`config.mk`:
```
export PLATFORM = sky130hd
export DESIGN_NAME = output_hold_deadman_table
export DESIGN_NICKNAME = d
export VERILOG_FILES = /design/src/hdl/ohd_pkg.sv /design/src/hdl/ohd_ram.sv /design/src/hdl/ohd_eval.sv /design/src/hdl/output_hold_deadman_table.sv
export SDC_FILE = /design/constraint.sdc
export NUM_CORES = 2
export LEC_CHECK = 0
export BUFFER_PORTS_ARGS = -buffer_cell sky130_fd_sc_hd__buf_2
export CAP_MARGIN = 30
export CELL_PAD_IN_SITES_DETAIL_PLACEMENT = 0
export CELL_PAD_IN_SITES_GLOBAL_PLACEMENT = 1
export CORE_MARGIN = 3
export CORE_UTILIZATION = 40
export DETAILED_ROUTE_END_ITERATION = 8
export GPL_TIMING_DRIVEN = 0
export HOLD_SLACK_MARGIN = 0.12
export PLACE_DENSITY = 0.6
export SYNTH_ARGS = -nofsm -noshare
export SYNTH_HDL_FRONTEND = slang
export SYNTH_HIERARCHICAL = 1
export SYNTH_SLANG_ARGS = --single-unit
```
`constraint.sdc`:
```
create_clock -name aclk -period 21.4 [get_ports aclk]
set_clock_uncertainty 0.2 [all_clocks]
set_input_delay 4.28 -clock aclk [delete_from_list [all_inputs] [get_ports aclk]]
set_output_delay 4.28 -clock aclk [all_outputs]
set_load 0.02 [all_outputs]
```
`src/hdl/ohd_pkg.sv`:
```
// Shared types and codes for the output hold table.
// Used by ohd_ram users, ohd_eval and output_hold_deadman_table; no dependencies.
package ohd_pkg;

    localparam logic [3:0] MODE_REGISTER   = 4'd0;
    localparam logic [3:0] MODE_FORGET_CH  = 4'd1;
    localparam logic [3:0] MODE_FORGET_DEV = 4'd2;
    localparam logic [3:0] MODE_COMMAND    = 4'd3;
    localparam logic [3:0] MODE_RENEW      = 4'd4;
    localparam logic [3:0] MODE_RELEASE    = 4'd5;
    localparam logic [3:0] MODE_TRIP       = 4'd6;
    localparam logic [3:0] MODE_CLEAR      = 4'd7;
    localparam logic [3:0] MODE_HEALTH     = 4'd8;
    localparam logic [3:0] MODE_TICK       = 4'd9;

    localparam logic [2:0] ST_OK        = 3'd0;
    localparam logic [2:0] ST_BADARG    = 3'd1;
    localparam logic [2:0] ST_FULL      = 3'd2;
    localparam logic [2:0] ST_INTERLOCK = 3'd3;
    localparam logic [2:0] ST_NOTFOUND  = 3'd4;
    localparam logic [2:0] ST_BADSTATE  = 3'd5;

    localparam logic [2:0] HS_SAFE    = 3'd0;
    localparam logic [2:0] HS_CMD     = 3'd1;
    localparam logic [2:0] HS_EXPIRED = 3'd2;
    localparam logic [2:0] HS_FAULT   = 3'd3;
    localparam logic [2:0] HS_TRIPPED = 3'd4;

    localparam logic [1:0] CAUSE_TRIP    = 2'd0;
    localparam logic [1:0] CAUSE_STOPPED = 2'd1;
    localparam logic [1:0] CAUSE_EXPIRED = 2'd2;

    localparam logic [2:0] SEV_NONE  = 3'd0;
    localparam logic [2:0] SEV_EVENT = 3'd3;
    localparam logic [2:0] SEV_TRIP  = 3'd4;

    localparam logic [7:0] NO_CHANNEL = 8'hFF;

    typedef struct packed {
        logic [3:0]  mode;
        logic [7:0]  channel_id;
        logic [7:0]  device_id;
        logic [31:0] level_bits;
        logic [31:0] hold_timeout;
        logic        healthy;
        logic [2:0]  release_state;
        logic [63:0] now_us;
    } ohd_in_t;

    typedef struct packed {
        logic [2:0]  status;
        logic [7:0]  out_channel;
        logic [31:0] applied_bits;
        logic        drive_valid;
        logic [2:0]  hold_state;
        logic        event_valid;
        logic [1:0]  event_cause;
        logic [2:0]  severity;
        logic        tripped;
        logic [15:0] trip_count;
        logic [15:0] expiry_count;
        logic        last;
    } ohd_out_t;

    // per-result fields before the trip state, counters and last are attached
    typedef struct packed {
        logic [2:0]  status;
        logic [7:0]  out_channel;
        logic [31:0] applied_bits;
        logic        drive_valid;
        logic [2:0]  hold_state;
        logic        event_valid;
        logic [1:0]  event_cause;
        logic [2:0]  severity;
    } ohd_res_t;

    typedef struct packed {
        logic [7:0]  channel;
        logic [7:0]  device;
        logic [31:0] safe_bits;
        logic [31:0] timeout;
        logic [63:0] cmd_time;
        logic [2:0]  hold_state;
        logic        published;
    } ohd_ent_t;

    typedef struct packed {
        logic     dev_match;
        logic     expire;
        logic     cand;
        logic     wr;
        ohd_ent_t wdata;
        ohd_res_t res;
    } ohd_eval_t;

    typedef enum logic [3:0] {
        S_IDLE,
        S_LOOK_RD,
        S_LOOK_CHK,
        S_ACT,
        S_WALK_RD,
        S_WALK_CHK,
        S_DROP_RD,
        S_DROP_CHK,
        S_COPY_RD,
        S_COPY_WR,
        S_FIN
    } ohd_state_t;

    function automatic logic is_finite(input logic [31:0] bits);
        return bits[30:23] != 8'hFF;
    endfunction

    function automatic ohd_res_t plain_res(input logic [2:0] st, input logic [7:0] ch);
        ohd_res_t r;
        r = '0;
        r.status = st;
        r.out_channel = ch;
        return r;
    endfunction

endpackage

```
`src/hdl/ohd_ram.sv`:
```
// Generic single-write, single-read RAM with registered read data.
// No dependencies.
module ohd_ram #(
    parameter int WIDTH = 8,
    parameter int DEPTH = 16
) (
    input  logic                                     aclk,
    input  logic                                     we,
    input  logic [((DEPTH > 1) ? $clog2(DEPTH) : 1)-1:0] waddr,
    input  logic [WIDTH-1:0]                         wdata,
    input  logic [((DEPTH > 1) ? $clog2(DEPTH) : 1)-1:0] raddr,
    output logic [WIDTH-1:0]                         rdata
);
    logic [WIDTH-1:0] mem [DEPTH];

    always_ff @(posedge aclk) begin
        if (we) begin
            mem[waddr] <= wdata;
        end
        rdata <= mem[raddr];
    end
endmodule

```
`src/hdl/ohd_eval.sv`:
```
// Per-entry evaluation unit shared by every table walk: match, expiry compare,
// write-back entry and result. Depends on ohd_pkg.
module ohd_eval
    import ohd_pkg::*;
(
    input  ohd_in_t   item,
    input  logic      pass,
    input  ohd_ent_t  ent,
    output ohd_eval_t ev
);
    logic [63:0] elapsed;

    assign elapsed = item.now_us - ent.cmd_time;

    always_comb begin
        ev = '0;
        ev.wdata = ent;
        ev.res = plain_res(ST_OK, ent.channel);
        ev.res.applied_bits = ent.safe_bits;
        ev.dev_match = (ent.device == item.device_id);
        ev.expire = (ent.hold_state == HS_CMD) && (ent.timeout != '0)
                    && (item.now_us >= ent.cmd_time)
                    && (elapsed >= {32'd0, ent.timeout});
        case (item.mode)
            MODE_TRIP: begin
                ev.wr = 1'b1;
                ev.cand = 1'b1;
                ev.wdata.hold_state = HS_TRIPPED;
                ev.res.drive_valid = 1'b1;
                ev.res.hold_state = HS_TRIPPED;
                ev.res.event_valid = 1'b1;
                ev.res.event_cause = CAUSE_TRIP;
                ev.res.severity = SEV_TRIP;
            end
            MODE_CLEAR: begin
                ev.wr = 1'b1;
                ev.wdata.hold_state = HS_SAFE;
            end
            MODE_HEALTH: begin
                if (ev.dev_match && !item.healthy) begin
                    ev.wr = 1'b1;
                    ev.cand = 1'b1;
                    ev.wdata.hold_state = HS_FAULT;
                    ev.res.hold_state = HS_FAULT;
                    ev.res.event_valid = 1'b1;
                    ev.res.event_cause = CAUSE_STOPPED;
                    ev.res.severity = SEV_EVENT;
                end else if (ev.dev_match
                             && (ent.hold_state == HS_FAULT || !ent.published)) begin
                    ev.wr = 1'b1;
                    ev.cand = 1'b1;
                    ev.wdata.hold_state = HS_SAFE;
                    ev.wdata.published = 1'b1;
                    ev.res.drive_valid = 1'b1;
                    ev.res.hold_state = HS_SAFE;
                end
            end
            MODE_TICK: begin
                // first pass only counts, second pass applies and reports
                if (ev.expire && pass) begin
                    ev.wr = 1'b1;
                    ev.cand = 1'b1;
                    ev.wdata.hold_state = HS_EXPIRED;
                    ev.res.drive_valid = 1'b1;
                    ev.res.hold_state = HS_EXPIRED;
                    ev.res.event_valid = 1'b1;
                    ev.res.event_cause = CAUSE_EXPIRED;
                    ev.res.severity = SEV_EVENT;
                end
            end
            default: begin
                ev.wr = 1'b0;
            end
        endcase
    end
endmodule

```
`src/hdl/output_hold_deadman_table.sv`:
```
// Output hold table with deadman release: top level, sequencer and output register.
// Depends on ohd_pkg, ohd_ram and ohd_eval.
//
// Usage: one item enters on s_valid/s_ready (s_data) and gives one or more result
// beats on m_valid/m_ready (m_data); m_data.last marks the final beat of an item.
// s_ready is high only while the sequencer is idle, so one item is in work at a time.
// The table sits in one RAM with a registered read port and a single evaluation
// unit; each entry visited takes an address state, then a check/write state.
// Lookup modes (register, forget, command, renew, release) scan until a match;
// trip and health walk the whole table, clear only while tripped; tick, unless
// tripped, walks it twice (count pass then apply pass); forget channel and forget
// device copy the last entry into each removed slot.
// Per-entry results are held one deep so the final one can carry last; the walk
// waits whenever a new result is found while one is held and the beat is stalled.
// The output register lets the next item start while the last beat waits.
// Reset (aresetn low, synchronous) empties the table and clears the trip latch
// and both counters; entry contents are not cleared and need no clearing pass.
module output_hold_deadman_table
    import ohd_pkg::*;
#(
    parameter int MAX_OUTPUTS = 16
) (
    input  logic     aclk,
    input  logic     aresetn,
    input  logic     s_valid,
    output logic     s_ready,
    input  ohd_in_t  s_data,
    output logic     m_valid,
    input  logic     m_ready,
    output ohd_out_t m_data
);
    localparam int CW = $clog2(MAX_OUTPUTS + 1);
    localparam int AW = (MAX_OUTPUTS > 1) ? $clog2(MAX_OUTPUTS) : 1;
    localparam int EW = $bits(ohd_ent_t);

    ohd_state_t state_reg, state_next;
    ohd_in_t    item_reg, item_next;
    logic [CW-1:0] idx_reg, idx_next;
    logic [CW-1:0] cnt_reg, cnt_next;
    logic [AW-1:0] dst_reg, dst_next;
    logic       found_reg, found_next;
    ohd_ent_t   ent_reg, ent_next;
    ohd_res_t   pend_reg, pend_next;
    logic       pend_valid_reg, pend_valid_next;
    logic       pass_reg, pass_next;
    logic       latch_reg, latch_next;
    logic [15:0] trips_reg, trips_next;
    logic [15:0] exp_reg, exp_next;
    logic       m_valid_reg, m_valid_next;
    ohd_out_t   m_data_reg, m_data_next;

    logic          ram_we;
    logic [AW-1:0] ram_waddr, ram_raddr;
    ohd_ent_t      ram_wdata, ram_rdata;
    logic [EW-1:0] ram_rbits;
    ohd_eval_t     ev;

    logic          out_free, accept, can_go, load, load_last;
    ohd_res_t      load_res;
    logic [CW-1:0] idx_m1, cnt_m1;

    assign out_free = !m_valid_reg || m_ready;
    assign accept   = s_valid && s_ready;
    assign idx_m1   = idx_reg - 1'b1;
    assign cnt_m1   = cnt_reg - 1'b1;
    assign can_go   = !(ev.cand && pend_valid_reg && !out_free);
    assign ram_rdata = ohd_ent_t'(ram_rbits);

    ohd_ram #(
        .WIDTH (EW),
        .DEPTH (MAX_OUTPUTS)
    ) u_ram (
        .aclk  (aclk),
        .we    (ram_we),
        .waddr (ram_waddr),
        .wdata (ram_wdata),
        .raddr (ram_raddr),
        .rdata (ram_rbits)
    );

    ohd_eval u_eval (
        .item (item_reg),
        .pass (pass_reg),
        .ent  (ram_rdata),
        .ev   (ev)
    );

    // next state
    always_comb begin
        state_next = state_reg;
        case (state_reg)
            S_IDLE: begin
                if (s_valid) begin
                    case (s_data.mode)
                        MODE_REGISTER: begin
                            if (s_data.channel_id == NO_CHANNEL
                                || !is_finite(s_data.level_bits)) begin
                                state_next = S_FIN;
                            end else begin
                                state_next = S_LOOK_RD;
                            end
                        end
                        MODE_FORGET_CH, MODE_COMMAND, MODE_RENEW, MODE_RELEASE: begin
                            state_next = S_LOOK_RD;
                        end
                        MODE_FORGET_DEV: state_next = S_DROP_RD;
                        MODE_TRIP, MODE_HEALTH: state_next = S_WALK_RD;
                        MODE_CLEAR: state_next = latch_reg ? S_WALK_RD : S_FIN;
                        MODE_TICK: state_next = latch_reg ? S_FIN : S_WALK_RD;
                        default: state_next = S_FIN;
                    endcase
                end
            end
            S_LOOK_RD: state_next = (idx_reg == cnt_reg) ? S_ACT : S_LOOK_CHK;
            S_LOOK_CHK: begin
                state_next = (ram_rdata.channel == item_reg.channel_id) ? S_ACT : S_LOOK_RD;
            end
            S_ACT: begin
                state_next = (item_reg.mode == MODE_FORGET_CH && found_reg) ? S_COPY_RD : S_FIN;
            end
            S_WALK_RD: begin
                if (idx_reg != cnt_reg) begin
                    state_next = S_WALK_CHK;
                end else if (item_reg.mode == MODE_TICK && !pass_reg) begin
                    state_next = S_WALK_RD;
                end else begin
                    state_next = S_FIN;
                end
            end
            S_WALK_CHK: state_next = can_go ? S_WALK_RD : S_WALK_CHK;
            S_DROP_RD: state_next = (idx_reg == '0) ? S_FIN : S_DROP_CHK;
            S_DROP_CHK: state_next = ev.dev_match ? S_COPY_RD : S_DROP_RD;
            S_COPY_RD: state_next = S_COPY_WR;
            S_COPY_WR: state_next = (item_reg.mode == MODE_FORGET_DEV) ? S_DROP_RD : S_FIN;
            S_FIN: state_next = out_free ? S_IDLE : S_FIN;
            default: state_next = S_IDLE;
        endcase
    end

    // datapath and table control
    always_comb begin
        item_next = item_reg;
        idx_next = idx_reg;
        cnt_next = cnt_reg;
        dst_next = dst_reg;
        found_next = found_reg;
        ent_next = ent_reg;
        pend_next = pend_reg;
        pend_valid_next = pend_valid_reg;
        pass_next = pass_reg;
        latch_next = latch_reg;
        trips_next = trips_reg;
        exp_next = exp_reg;
        ram_we = 1'b0;
        ram_waddr = dst_reg;
        ram_wdata = ent_reg;
        ram_raddr = idx_reg[AW-1:0];
        load = 1'b0;
        load_last = 1'b0;
        load_res = pend_reg;
        s_ready = (state_reg == S_IDLE);

        case (state_reg)
            S_IDLE: begin
                if (accept) begin
                    item_next = s_data;
                    idx_next = (s_data.mode == MODE_FORGET_DEV) ? cnt_reg : '0;
                    found_next = 1'b0;
                    pend_valid_next = 1'b0;
                    pass_next = 1'b0;
                    case (s_data.mode)
                        MODE_REGISTER: begin
                            if (s_data.channel_id == NO_CHANNEL
                                || !is_finite(s_data.level_bits)) begin
                                pend_next = plain_res(ST_BADARG, s_data.channel_id);
                                pend_valid_next = 1'b1;
                            end
                        end
                        MODE_FORGET_CH, MODE_FORGET_DEV, MODE_COMMAND, MODE_RENEW,
                        MODE_RELEASE, MODE_HEALTH, MODE_TICK: begin
                            pend_valid_next = 1'b0;
                        end
                        MODE_TRIP: begin
                            latch_next = 1'b1;
                            if (trips_reg != 16'hFFFF) begin
                                trips_next = trips_reg + 16'd1;
                            end
                        end
                        MODE_CLEAR: latch_next = 1'b0;
                        default: begin
                            pend_next = plain_res(ST_BADARG, s_data.channel_id);
                            pend_valid_next = 1'b1;
                        end
                    endcase
                end
            end
            S_LOOK_CHK: begin
                if (ram_rdata.channel == item_reg.channel_id) begin
                    found_next = 1'b1;
                    ent_next = ram_rdata;
                    dst_next = idx_reg[AW-1:0];
                end else begin
                    idx_next = idx_reg + 1'b1;
                end
            end
            S_ACT: begin
                pend_valid_next = 1'b1;
                pend_next = plain_res(ST_OK, item_reg.channel_id);
                ram_wdata = ent_reg;
                case (item_reg.mode)
                    MODE_REGISTER: begin
                        if (!found_reg && cnt_reg >= CW'(MAX_OUTPUTS)) begin
                            pend_next.status = ST_FULL;
                        end else begin
                            ram_we = 1'b1;
                            ram_waddr = found_reg ? dst_reg : cnt_reg[AW-1:0];
                            ram_wdata.channel = item_reg.channel_id;
                            ram_wdata.device = item_reg.device_id;
                            ram_wdata.safe_bits = item_reg.level_bits;
                            ram_wdata.timeout = item_reg.hold_timeout;
                            ram_wdata.cmd_time = '0;
                            ram_wdata.hold_state = HS_SAFE;
                            ram_wdata.published = 1'b0;
                            pend_next.applied_bits = item_reg.level_bits;
                            if (!found_reg) begin
                                cnt_next = cnt_reg + 1'b1;
                            end
                        end
                    end
                    MODE_COMMAND: begin
                        if (latch_reg) begin
                            pend_next.status = ST_INTERLOCK;
                        end else if (!found_reg) begin
                            pend_next.status = ST_NOTFOUND;
                        end else if (!is_finite(item_reg.level_bits)) begin
                            pend_next.status = ST_BADARG;
                        end else if (ent_reg.hold_state == HS_FAULT) begin
                            pend_next.status = ST_BADSTATE;
                        end else begin
                            ram_we = 1'b1;
                            ram_wdata.cmd_time = item_reg.now_us;
                            ram_wdata.hold_state = HS_CMD;
                            pend_next.applied_bits = item_reg.level_bits;
                            pend_next.drive_valid = 1'b1;
                            pend_next.hold_state = HS_CMD;
                        end
                    end
                    MODE_RENEW: begin
                        if (latch_reg) begin
                            pend_next.status = ST_INTERLOCK;
                        end else if (!found_reg) begin
                            pend_next.status = ST_NOTFOUND;
                        end else if (ent_reg.hold_state != HS_CMD) begin
                            pend_next.status = ST_BADSTATE;
                        end else begin
                            ram_we = 1'b1;
                            ram_wdata.cmd_time = item_reg.now_us;
                            pend_next.hold_state = HS_CMD;
                        end
                    end
                    MODE_RELEASE: begin
                        if (item_reg.release_state > HS_TRIPPED) begin
                            pend_next.status = ST_BADARG;
                        end else if (!found_reg) begin
                            pend_next.status = ST_NOTFOUND;
                        end else begin
                            ram_we = 1'b1;
                            ram_wdata.hold_state = item_reg.release_state;
                            pend_next.applied_bits = ent_reg.safe_bits;
                            pend_next.drive_valid = 1'b1;
                            pend_next.hold_state = item_reg.release_state;
                        end
                    end
                    default: begin
                        pend_valid_next = 1'b1;
                    end
                endcase
            end
            S_WALK_RD: begin
                if (idx_reg == cnt_reg && item_reg.mode == MODE_TICK && !pass_reg) begin
                    pass_next = 1'b1;
                    idx_next = '0;
                end
            end
            S_WALK_CHK: begin
                if (can_go) begin
                    ram_we = ev.wr;
                    ram_waddr = idx_reg[AW-1:0];
                    ram_wdata = ev.wdata;
                    if (ev.cand) begin
                        pend_next = ev.res;
                        pend_valid_next = 1'b1;
                        load = pend_valid_reg;
                    end
                    if (item_reg.mode == MODE_TICK && !pass_reg && ev.expire
                        && exp_reg != 16'hFFFF) begin
                        exp_next = exp_reg + 16'd1;
                    end
                    idx_next = idx_reg + 1'b1;
                end
            end
            S_DROP_RD: ram_raddr = idx_m1[AW-1:0];
            S_DROP_CHK: begin
                ram_raddr = idx_m1[AW-1:0];
                if (ev.dev_match) begin
                    dst_next = idx_m1[AW-1:0];
                end else begin
                    idx_next = idx_m1;
                end
            end
            S_COPY_RD: ram_raddr = cnt_m1[AW-1:0];
            S_COPY_WR: begin
                ram_raddr = cnt_m1[AW-1:0];
                ram_we = 1'b1;
                ram_wdata = ram_rdata;
                cnt_next = cnt_m1;
                if (item_reg.mode == MODE_FORGET_DEV) begin
                    idx_next = idx_m1;
                end
            end
            S_FIN: begin
                if (out_free) begin
                    load = 1'b1;
                    load_last = 1'b1;
                    load_res = pend_valid_reg ? pend_reg
                                              : plain_res(ST_OK, item_reg.channel_id);
                    pend_valid_next = 1'b0;
                end
            end
            default: begin
                load = 1'b0;
            end
        endcase
    end

    // output register
    always_comb begin
        m_valid_next = m_valid_reg;
        m_data_next = m_data_reg;
        if (load) begin
            m_valid_next = 1'b1;
            m_data_next.status = load_res.status;
            m_data_next.out_channel = load_res.out_channel;
            m_data_next.applied_bits = load_res.applied_bits;
            m_data_next.drive_valid = load_res.drive_valid;
            m_data_next.hold_state = load_res.hold_state;
            m_data_next.event_valid = load_res.event_valid;
            m_data_next.event_cause = load_res.event_cause;
            m_data_next.severity = load_res.severity;
            m_data_next.tripped = latch_reg;
            m_data_next.trip_count = trips_reg;
            m_data_next.expiry_count = exp_reg;
            m_data_next.last = load_last;
        end else if (m_ready) begin
            m_valid_next = 1'b0;
        end
    end

    assign m_valid = m_valid_reg;
    assign m_data  = m_data_reg;

    always_ff @(posedge aclk) begin
        if (!aresetn) begin
            state_reg <= S_IDLE;
            cnt_reg <= '0;
            pend_valid_reg <= 1'b0;
            latch_reg <= 1'b0;
            trips_reg <= '0;
            exp_reg <= '0;
            m_valid_reg <= 1'b0;
        end else begin
            state_reg <= state_next;
            cnt_reg <= cnt_next;
            pend_valid_reg <= pend_valid_next;
            latch_reg <= latch_next;
            trips_reg <= trips_next;
            exp_reg <= exp_next;
            m_valid_reg <= m_valid_next;
        end
    end

    always_ff @(posedge aclk) begin
        item_reg <= item_next;
        idx_reg <= idx_next;
        dst_reg <= dst_next;
        found_reg <= found_next;
        ent_reg <= ent_next;
        pend_reg <= pend_next;
        pass_reg <= pass_next;
        m_data_reg <= m_data_next;
    end

    a_cnt_bound: assert property (@(posedge aclk) disable iff (!aresetn)
        cnt_reg <= CW'(MAX_OUTPUTS))
        else $error("table count above capacity");

    a_load_free: assert property (@(posedge aclk) disable iff (!aresetn)
        load |-> out_free)
        else $error("result beat overwritten while stalled");

    a_idle_empty: assert property (@(posedge aclk) disable iff (!aresetn)
        s_ready |-> !pend_valid_reg)
        else $error("pending result left over at idle");

    a_trip_latch: assert property (@(posedge aclk) disable iff (!aresetn)
        (accept && s_data.mode == MODE_TRIP) |=> latch_reg)
        else $error("trip did not latch");
endmodule
```
---- Word-level counts from Yosys, hierarchy flattened ----
Memory sizes are Yosys's and may differ from the RTL's. A register that Yosys moved wholly into a read port is not among the register bits.
Index checks and enable logic that the tools add are counted.
Widths: inputs -> output; s select.
cells by class
  $add $sub $neg .......................... 7
  $mul .................................... 0
  div/mod/pow operators ................... 0
  $lt $le $gt $ge ......................... 4
  equality and inequality tests ........... 57
  shifts and indexed selects .............. 0
  muxes and demuxes ....................... 137
  bitwise logic cells ..................... 1
  reductions and logical operators ........ 58
operator list
  cell                   number
  $pmux 148 s3           1
  $mux 53                7
  $mux 148               2
  $mux 67                4
  $mux 36                6
  $mux 64                3
  $pmux 64 s3            1
  $pmux 53 s3            1
  $pmux 53 s2            1
  $pmux 32 s3            1
  $mux 80                1
  $mux 4                 18
  $ge 64x32->1           1
  $ge 64x64->1           1
  $sub 64x64->64         1
  $mux 5                 10
  $eq 4x3->1 const B     12
  $pmux 4 s11            1
  $mux 3                 14
  $mux 1                 35
  $add 16x1->16 const B  2
  $mux 32                1
  $ne 16x16->1 const B   2
  $reduce_bool 32->1     1
  50 further kinds       137
word-level totals
  flip-flop bits (word level) ............. 495
  latch bits .............................. 0
  memory bits (writable) .................. 2,368
  memory bits (read-only) ................. 0
  input port bits ......................... 156
  output and inout port bits .............. 89
  logic and storage cells ................. 311
  memories kept ........................... 1
memories
  name       depth  width  read ports  clocked after memory_dff  wr ports  RTL line       text
  u_ram.mem  16     148    1           1                         1         ohd_ram.sv:14  logic [WIDTH-1:0] mem [DEPTH];

---- Longest topological paths before layout ----
  depth in word-level cells ............... 13
  depth in mapped cells ................... 34
  gate-level depth less buffers ........... 32

---- By module ----
Netlist, hierarchy kept.
modules (own cells, without submodules)
  module                     instances  cells each  area an instance (um2)  seq. area each (um2)
  ohd_ram                    1          3,864       91,960.7                74,071.0
  output_hold_deadman_table  1          1,583       21,902.3                14,423.8
  ohd_eval                   1          1,168       7,607.3                 0.0

---- Worst setup path after synthesis ----
No wires, ideal clock.
  path kind ............................... flip-flop to flip-flop
  start ................................... reg item_reg[0] (netlist name)
  end ..................................... mem u_ram/mem[0][0] (netlist name), enable pin
  library setup time ...................... 0.836 ns
  arrival ................................. 16.410 ns
  data required time ...................... 20.364 ns
  setup slack ............................. 3.953 ns
  cell stages (with the launch flop) ...... 34
  buffers on the path ..................... 3
  clock period less this slack ............ 17.447 ns
  cells stage by stage .................... edfxtp_1 -> inv_1 -> ha_1 -> fa_1 -> nand2b_1 -> a211oi_2 -> nor2b_1 -> o21ai_0 -> a31oi_1 -> nor2_1 -> o21ai_0 -> nand2b_1 -> a21oi_1 -> xnor2_1 -> ha_1 -> a21oi_1 -> nor2_1 -> a211oi_1 -> nor2_1 -> a2111oi_0 -> o211ai_1 -> or4_1 -> nor4_2 -> nand4_2 -> o31ai_4 -> o21ai_1 -> nand4b_1 -> and2_1 -> buf_2 -> buf_2 -> buf_1 -> a211o_1 -> or3b_2 -> nor3_1
RTL lines
  item                      RTL line                          text
  start: declaration        output_hold_deadman_table.sv:37   ohd_in_t item_reg, item_next;
  start signal: assignment  output_hold_deadman_table.sv:383  item_reg <= item_next;
  end: declaration          ohd_ram.sv:14

==> results by group <==
Clocking
  – Buffers from clock root to sink, at most: 4
  – CTS Buf Count: 328
  – CTS HTree Levels: 5
  – Number of buffers added to fix hold violations after cts: 0
  – Resized Gates After CTS: 0
  – Sink count of the clock tree: 3011
  – Clock tree from TritonCTS: done
  – Setup Fix Bufs, Post-CTS: 0
  – Clock root buffer master: sky130_fd_sc_hd__clkbuf_16
  – Worst-path clk slew: 0.06 ns
  – Clock latency on the worst-skew pair: 0.93 ns

Yosys
  – Leading cell type by number of instances after synthesis: sky130_fd_sc_hd__edfxtp_1
  – Synth area leaders: sky130_fd_sc_hd__edfxtp_1 70%, sky130_fd_sc_hd__mux4_2 10%, sky130_fd_sc_hd__dfxtp_1 3.2%, sky130_fd_sc_hd__a22oi_1 1.9%, sky130_fd_sc_hd__buf_4 1.3%
  – Area share of the largest cell type after synthesis: 0.697
  – Synth area leader: sky130_fd_sc_hd__edfxtp_1
  – Mux share of post-synthesis cell area: 0.114
  – Post-synthesis sequential element count: 3011
  – Combinational family with the most area after synthesis: multiplexers
  – Count of unique library cells instantiated by Yosys: 108
  – Synthesized netlist cell count: 6615
  – Yosys synthesis warning count: 6
  – Post-synthesis cell area: 0.121 sq mm
  – Number of flops mapped to enable cells by yosys: 2819
  – Synthesized-area fraction occupied by adder cells: 0.0108
  – Share of flip-flops with an asynchronous set or reset: 0
  – Synth Area in XOR/XNOR: 0.00584
  – Prevailing post-synth register cell: sky130_fd_sc_hd__edfxtp_1
  – Sequential cell area fraction in the yosys report: 0.729
  – Simple-gate area share of the yosys netlist: 0.0375
  – Synthesized area divided by synthesized cell count: 18.4 sq um
  – Synthesized-area fraction occupied by ao, oa, aoi and oai cells: 0.0718
  – Commonest cells in the netlist: 2819 x sky130_fd_sc_hd__edfxtp_1, 557 x sky130_fd_sc_hd__mux4_2, 318 x sky130_fd_sc_hd__nand2_1

Global route
  – Total global routing overflow: 0
  – GR Util All Layers: 0.249
  – Vias in the first global route: 68167
  – Global-route wire length before repair: 542000 um
  – Initial antenna violation count: 24
  – Largest net degree at the start of global routing: 85

Worst setup path
  – R2R Setup Slk: 7.89 ns
  – Crit path kind: register to register
  – Worst path max stage delay: 0.90 ns
  – Peak fanout along the critical path: 10
  – Worst reg2reg path depth: 37
  – Startpoint of the worst register-to-register path: item_reg[8]$_DFFE_PP_
  – Kind of end point of the critical path: register
  – Slowest-stage cell, CP: sky130_fd_sc_hd__o31ai_4
  – R2r endpoint: u_ram/mem[12][62]$_DFFE_PP_
  – Critical Path Start Type: register
  – Data required time of the worst path: 21.79 ns
  – Arrival time at the worst endpoint: 13.90 ns
  – CP most frequent cell: sky130_fd_sc_hd__buf_6
  – Launch point of the critical path: item_reg[8]$_DFFE_PP_

Power
  – Proportion of power drawn by combinational gates: 0.406
  – Worst-case vdd ir drop: 0.0973 mV
  – Switch Pwr: 8.32 mW
  – Lkg Pwr: 47.2 nW
  – Power Internal: 13.9 mW
  – Clock network fraction of total power: 0.255
  – Part of the power in registers: 0.339
  – Pwr/cell area: 156 mW/mm^2
  – Switching share of power: 0.374

STA
  – Setup violators final: 0
  – Period minus WS final: 13.51 ns
  – Count of final max-slew check failures: 0
  – Final cycle utilization of the critical path: 0.631
  – Transition time of the tightest slew-check pin: 1.15 ns
  – Total Negative Setup Slacks: 0 ns
  – Relative slew slack: 0.233
  – Maximum clock frequency: 0.0740 GHz
  – Unrepaired setup endpoints after global routing: false
  – Final Hold Viols: 0

Finish
  – Finished Layout Cells: 11698
  – Fraction of the core area covered by cells at the end of the flow: 0.475
  – Number of nets in the layout: 7715
  – Fraction of final layout cells with drive strength greater than 1: 0.270
  – Layout overhead on the synthesized area: 17.7%
  – Fill cell count: 25247
  – Flip-flop count of the largest register after layout: 2368

Floorplan
  – Std-Cell Rows: 201
  – Overall die width: 557 um
  – Effective utilization at floorplan: 0.404
  – Ports placed on the boundary: 245
  – Die ar.: 0.310 sq mm
  – Core region area: 0.301 sq mm
  – Die outline height: 557 um

Drt
  – Detailed router's first-iteration violation count: 7842
  – Total routed wirelength: 392000 um
  – TritonRoute pass-1 iters: 5
  – Mean number of vias per cell: 5.91
  – Per-cell routed wire length: 33.5 um
  – Number of nets with antenna violations after routing: 0
  – DRC errors left: 0
  – Vias post-DR: 69139

Min path
  – Worst hold start: trips_reg[15]$_SDFFE_PN0P_
  – Hold Crit Depth: 0
  – Worst-case hold path end point: m_data[32]$_DFFE_PP_
  – Class of the most critical hold timing path: register to register

Placement
  – Final GP Congestion: 0.887
  – HPWL after detailed placement: 275000 um
  – Cell count after placement: 11079
  – Count of input and output buffers: 244

Run
  – MaxCap Viol Count: 0

Status
  – Result of the run: finished, final reports clean
-- cells by family after synthesis --
kind of cell / after synthesis
DFF: 3011
AOI/OAI and AO/OA: 1157
and+or+nand+nor: 888
buffers and inverters: 700
muxes: 673
adders and majority gates: 104
xor gates and xnor gates: 81
other: 1
-- worst max path at each step --
| stage | to | slack [ns] | depth (start not counted) |
|---|---|---|---|
| final | u_ram/mem[12][62]$_DFFE_PP_ | 7.89 | 37 |
| after floorplan | u_ram/mem[0][0]$_DFFE_PP_ | 3.95 | 33 |
| after detailed placement | u_ram/mem[12][55]$_DFFE_PP_ | 8.12 | 37 |
| after global routing | u_ram/mem[12][59]$_DFFE_PP_ | 7.54 | 43 |
| after global placement | u_ram/mem[12][55]$_DFFE_PP_ | -15.98 | 28 |
| after CTS | u_ram/mem[12][59]$_DFFE_PP_ | 8.08 | 37 |
-- routing by layer --
layer | track usage | share of wire
met1 | 0.356 | 0.43
met2 | 0.398 | 0.47
met3 | 0.0322 | 0.066
met4 | 0.0799 | 0.034
met5 | 0 | 0
-- final cells by class --
| class | instances | area [sq um] | area share |
|---|---|---|---|
| antenna | 11 | 27.5 | 0.000193 |
| timing repair buffer | 508 | 5530 | 0.0387 |
| multi-input combinational | 2906 | 29200 | 0.205 |
| clock buffer | 439 | 9080 | 0.0635 |
| tap | 3958 | 4950 | 0.0346 |
| inverter | 136 | 523 | 0.00366 |
| clock inverter | 165 | 1720 | 0.0121 |
| sequential | 3011 | 88500 | 0.619 |
| buffer | 564 | 3380 | 0.0237 |
-- through the flow --
stage | hold slack [ns] | instance area (sq um) | power [mW] | setup WS, ns
2_1_floorplan | 0.223 | 121000 | 13.1 | 3.95
3_3_place_gp | 0.242 | 128000 | 16.5 | -15.98
3_5_place_dp | 0.267 | 132000 | 16.7 | 8.12
4_1_cts | 0.265 | 143000 | 22.4 | 8.08
5_1_grt | 0.287 | 143000 | 23.2 | 7.54
6_report | 0.270 | 143000 | 22.3 | 7.89
-- worst max-delay path, delay by kind of cell, from the launching register on --
family | cells | cell delay, ns
compound gates | 7 | 2.85
xor+xnor | 1 | 0.45
fa+ha+maj | 2 | 0.73
buf+inv | 14 | 4.07
flops | 1 | 0.59
simple gates | 13 | 4.11
-- layout by cell type (no fill, tap or decap), types with 25 or more instances in the layout --
cell	instances
sky130_fd_sc_hd__mux2_2	74
sky130_fd_sc_hd__o21ai_0	137
sky130_fd_sc_hd__buf_12	90
sky130_fd_sc_hd__xor2_1	33
sky130_fd_sc_hd__edfxtp_1	2819
sky130_fd_sc_hd__clkbuf_1	228
sky130_fd_sc_hd__a21oi_1	142
sky130_fd_sc_hd__dfxtp_1	192
sky130_fd_sc_hd__mux4_2	557
sky130_fd_sc_hd__a22o_1	149
sky130_fd_sc_hd__nand2_1	318
sky130_fd_sc_hd__clkinv_2	56
sky130_fd_sc_hd__a22oi_1	300
sky130_fd_sc_hd__bufinv_16	28
sky130_fd_sc_hd__buf_2	374
sky130_fd_sc_hd__mux2i_1	42
sky130_fd_sc_hd__inv_1	134
sky130_fd_sc_hd__nor2b_1	87
sky130_fd_sc_hd__a221o_1	151
sky130_fd_sc_hd__o21ai_1	28
sky130_fd_sc_hd__nand2b_1	42
sky130_fd_sc_hd__nor3_1	25
sky130_fd_sc_hd__clkbuf_8	35
sky130_fd_sc_hd__buf_4	219
sky130_fd_sc_hd__nand3_1	41
sky130_fd_sc_hd__buf_6	128
sky130_fd_sc_hd__xnor2_1	48
sky130_fd_sc_hd__buf_16	26
sky130_fd_sc_hd__nand4_1	65
sky130_fd_sc_hd__o221ai_1	30
sky130_fd_sc_hd__buf_8	46
sky130_fd_sc_hd__clkbuf_16	333
sky130_fd_sc_hd__clkinv_1	49
sky130_fd_sc_hd__nor2_1	129
sky130_fd_sc_hd__ha_1	103
-- power groups by stage --
| stage | sequential [mW] | clock [mW] | combinational, mW |
|---|---|---|---|
| global placement | 7.72 | 0 | 8.80 |
| CTS | 7.55 | 5.80 | 9.06 |
| finish | 7.55 | 5.68 | 9.04 |
| floorplan | 7.38 | 0 | 5.69 |
| detailed placement | 7.67 | 0 | 9.01 |
| global route | 7.57 | 6.03 | 9.57 |
Note: power is estimated with default switching activity, not from simulation.
